==> src/rtl/kdrq_pkg.sv <==
// package: types, constants and codes of the keyed delay-release queue
`timescale 1ns / 1ps
package kdrq_pkg;

  localparam int DEPTH     = 64;
  localparam int AW        = $clog2(DEPTH);
  localparam int MAX_BATCH = 16;
  localparam int BW        = $clog2(MAX_BATCH + 1);

  localparam logic [AW:0] EMPTY_MARK = (AW + 1)'(DEPTH);

  // configuration register indexes
  localparam logic CFG_WAIT_TICKS  = 1'b0;
  localparam logic CFG_MAX_RUNNING = 1'b1;

  // command codes
  localparam logic [1:0] CMD_TICK   = 2'd0;
  localparam logic [1:0] CMD_ADD    = 2'd1;
  localparam logic [1:0] CMD_REMOVE = 2'd2;

  typedef enum logic [2:0] {
    KIND_ADDED    = 3'd0,
    KIND_DUP      = 3'd1,
    KIND_FULL     = 3'd2,
    KIND_REMOVED  = 3'd3,
    KIND_NOTFOUND = 3'd4,
    KIND_DISPATCH = 3'd5,
    KIND_NONE     = 3'd6
  } kind_t;

  typedef enum logic [1:0] {
    CLS_TICK,
    CLS_ADD,
    CLS_REMOVE,
    CLS_OTHER
  } cls_t;

  typedef enum logic [2:0] {
    S_IDLE,
    S_NONE,
    S_TICK_RD,
    S_TICK_CHK,
    S_SCAN,
    S_ADD,
    S_RM_RD,
    S_RM_DO
  } state_t;

  typedef struct packed {
    logic [1:0]  cmd;
    logic [15:0] key;
    logic [15:0] payload;
    logic [9:0]  running;
    logic        running_unknown;
  } in_item_t;

  typedef struct packed {
    logic [2:0]  kind;
    logic [15:0] out_key;
    logic [15:0] out_payload;
    logic        last;
  } out_res_t;

  // classified request handed from front to back
  typedef struct packed {
    logic     valid;
    cls_t     cls;
    in_item_t item;
  } req_t;

endpackage

==> src/rtl/kdrq_front.sv <==
// front part: accepts items, classifies the command, two-entry queue to the back
`timescale 1ns / 1ps
module kdrq_front import kdrq_pkg::*; (
  input  logic     clk,
  input  logic     rst,
  input  logic     in_valid,
  output logic     in_stall,
  input  in_item_t in_item,
  output req_t     req,
  input  logic     pop
);

  cls_t     q_cls  [2];
  in_item_t q_item [2];
  logic       wptr, rptr;
  logic [1:0] count;
  logic       push;
  cls_t       cls_in;

  // command decode
  always_comb begin
    unique case (in_item.cmd)
      CMD_TICK:   cls_in = CLS_TICK;
      CMD_ADD:    cls_in = CLS_ADD;
      CMD_REMOVE: cls_in = CLS_REMOVE;
      default:    cls_in = CLS_OTHER;
    endcase
  end

  assign in_stall = (count == 2'd2);
  assign push     = in_valid && !in_stall;

  // queue storage
  always_ff @(posedge clk) begin
    if (push) begin
      q_cls[wptr]  <= cls_in;
      q_item[wptr] <= in_item;
    end
  end

  // queue pointers
  always_ff @(posedge clk) begin
    if (rst) begin
      wptr  <= 1'b0;
      rptr  <= 1'b0;
      count <= 2'd0;
    end else begin
      if (push) wptr <= !wptr;
      if (pop)  rptr <= !rptr;
      count <= count + 2'(push) - 2'(pop);
    end
  end

  assign req.valid = (count != 2'd0);
  assign req.cls   = q_cls[rptr];
  assign req.item  = q_item[rptr];

endmodule

==> config.mk <==
export PLATFORM = sky130hd
export DESIGN_NAME = kdrq_front
export DESIGN_NICKNAME = d
export VERILOG_FILES = /design/src/rtl/kdrq_pkg.sv /design/src/rtl/kdrq_front.sv
export SDC_FILE = /design/constraint.sdc
export NUM_CORES = 1
export LEC_CHECK = 0
export CAP_MARGIN = 20
export CELL_PAD_IN_SITES_DETAIL_PLACEMENT = 1
export CELL_PAD_IN_SITES_GLOBAL_PLACEMENT = 1
export CORE_MARGIN = 2
export CORE_UTILIZATION = 45
export DETAILED_ROUTE_END_ITERATION = 12
export DONT_BUFFER_PORTS = 1
export PLACE_DENSITY_LB_ADDON = 0.1
export SYNTH_ARGS = -nofsm -noshare
export SYNTH_HDL_FRONTEND = slang
export SYNTH_SLANG_ARGS = --single-unit
==> constraint.sdc <==
create_clock -name clk -period 5.34 [get_ports clk]
set_input_delay 1.068 -clock clk [delete_from_list [all_inputs] [get_ports clk]]
set_output_delay 1.068 -clock clk [all_outputs]
set_load 0.02 [all_outputs]
==> metrics.cfg <==
[die]
die_w_um=93.9
die-area_sq_um=8820
initial_core_util=0.468
io_pins=98
fp.dieH_um=93.9
num_rows=32
coreArea_sq_um=7770

[global_routing]
grt.overflow.total=0
grt_antenna_before_repair=0
met2_usage=0.240
grt_pass1_wl_mm=8.91
grt_busiest_layer=met2
met3_usage=0.0634
use_met1=0.150
grt_pass1_vias=1645
grt_max_degree=48
grt_use_total=0.139

[timing]
timing_hold_violations_final=0
final.setup.tns_ns=0
max_freq_mhz=365
maxSlewViolCount=0
relSlewSlack=0.630
min_period_over_period=0.513
tightest_slew_ns=0.556
period_minus_slack_ns=2.74
fin_skew_ns=0.0100
rsz0062_at_grt=no
setup_violations=0

[power]
p_sw_frac=0.264
cellPowerDensity_nw_per_um2=407
ir_drop_uv=239
p_seq_frac=0.598
combPwrFrac=0.143
p_clk_frac=0.259
netSwitchingPower_mw=0.423
p_int_mw=1.18
power_leakage_nw=1.28

[clock_network]
cts.reportedPaths.clkPinSlew_ns=0.08
clock-sinks=99
numCtsBuffers=9
cts_setup_buffers=0
cts-root-buf=clkbuf_8
cts_tree=done
clockBufferDepth=2
ctsResizeCount=0
cts_hold_buf=0
htree_levels=3
clk_latency_ns=0.35

[route]
vias=1487
routed_wl_mm=5.89
routed_via_density=5.16
routedWlPerCell_um=20.5
drt-initial-drc-count=46
ant_nets=0
drc=0
drt_first_pass_iters=4

[layout]
area_growth_pct=8.25
final_area_sq_um=3940
layout_common_cells=edfxtp_1, mux2_2, clkbuf_8, dfxtp_1
final_common_cell=edfxtp_1
layout.nets=232
num_antenna_cells=0
drive_gt1_frac=0.382

[status]
status=finished, final reports clean

[flow_run]
drv_cap=0

[synthesis]
syn-cell-area_sq_um=3640
syn-mean-instance-area_sq_um=20.9
ys_seq_area_frac=0.803
yosysWarnings=0
syn-instance-count=174
ys_types=22
ys_ff_latch=99
synthesis.nets=225

[critical_path]
crit_slowest_cell=dfxtp_2
worstRegToRegCells=5
required_ns=4.27
slowest_delay_ns=0.63
cp_data_arrival_time_ns=1.67
start_kind=flop
crit_path_end_kind=output pin
worstPathCellList=buf_12 -> mux2_2
cp_max_fo=30
r2r_start=count[0]$_SDFF_PP0_
rrSetupSlack_ns=3.51
crit_type=flop to output pin
r2r_end=q_item[0][40]$_DFFE_PP_

[placed_design]
dpl_cell_area_sq_um=3710
gp_congestion=0.597
hpwl_mm=3.74
io_buffers=0

[hold_path]
min_from=wptr$_SDFFE_PP0P_
hold_end=wptr$_SDFFE_PP0P_
hold_class=flop to flop
whs_path_depth=2

[cell families (layout without fill, tap and decap cells)]
logic type      after synthesis  count (layout)  synth area share
fa+ha+maj                     2               2           0.00688
xor+xnor                      2               2           0.00482
compound gates                2               2           0.00275
flops                        99              99             0.803
simple gates                 11              11            0.0169
mux                          47              47             0.145
buf+inv                      11              23            0.0199
[power groups by stage]
| stage | clock network (mW) | logic, mW | registers (mW) |
|---|---|---|---|
| floorplan | 0 | 0.200 | 0.967 |
| global placement | 0 | 0.208 | 0.983 |
| finish | 0.415 | 0.229 | 0.959 |
| global route | 0.459 | 0.245 | 0.968 |
| CTS | 0.430 | 0.214 | 0.972 |
| detailed placement | 0 | 0.213 | 0.990 |
[worst max path at each step]
stage             start  slack, ns                    end
3_5_place_dp   in_valid       2.64  q_cls[0][0]$_DFFE_PP_
4_1_cts            flop       2.28                req[15]
5_1_grt            flop       2.50                req[15]
6_report           flop       2.60                req[15]
3_3_place_gp       flop       2.71                req[13]
2_1_floorplan  in_valid       2.55  q_cls[0][0]$_DFFE_PP_
[routing by layer]
layer	vias up	part of all wire	wire length (um)
met5	-	0	0
met4	0	0.011	62
met3	7	0.094	553
met2	61	0.54	3180
met1	738	0.36	2100
li1	681	-	-
[registers in the layout (all words and copies together), names as in the netlist, named ones only]
signal	flops
wptr	1
rptr	1
q_cls	4
count	2
q_item	90
[Yosys cell counts]
cell,instances,share of area
nand2b_2,1,0.0024
and2_1,1,0.0017
inv_2,1,0.0010
nor3_1,1,0.0014
or3_1,1,0.0017
xnor2_1,1,0.0024
dfxtp_1,5,0.028
mux2_2,47,0.15
or2_2,1,0.0017
edfxtp_1,94,0.78
clkbuf_1,2,0.0021
xor2_1,1,0.0024
o21ai_0,1,0.0014
nor2b_1,1,0.0017
and3_2,1,0.0021
ha_1,2,0.0069
inv_1,3,0.0031
a21oi_1,1,0.0014
nor2_1,3,0.0031
buf_6,4,0.012
buf_2,1,0.0014
nand2_1,1,0.0010
[cell type report]
| type | count | area (sq um) |
|---|---|---|
| Multi-Input combinational cell | 64 | 643 |
| Clock buffer | 10 | 128 |
| Timing Repair Buffer | 3 | 60.1 |
| Clock inverter | 6 | 41.3 |
| Sequential cell | 99 | 2920 |
| Fill cell | 700 | 3830 |
| Tap cell | 102 | 128 |
| Inverter | 4 | 15.0 |
[per-stage QoR]
step | setup slack, ns | cells | hold slack (ns) | utilization | power [mW]
after global placement | 2.71 | 269 | 0.460 | 0.478 | 1.19
after floorplan | 2.55 | 174 | 0.451 | - | 1.17
after global routing | 2.50 | 288 | 0.541 | 0.507 | 1.67
after detailed placement | 2.64 | 269 | 0.482 | 0.478 | 1.20
after CTS | 2.28 | 285 | 0.503 | 0.499 | 1.62
final | 2.60 | 288 | 0.501 | 0.507 | 1.60
[critical path: cells and delay by family, from the launching register on]
family,cells,cell delay [ns]
buffers and inverters,1,0.27
DFF,1,0.63
muxes,1,0.43
Note: power is estimated with default switching activity, not from simulation.
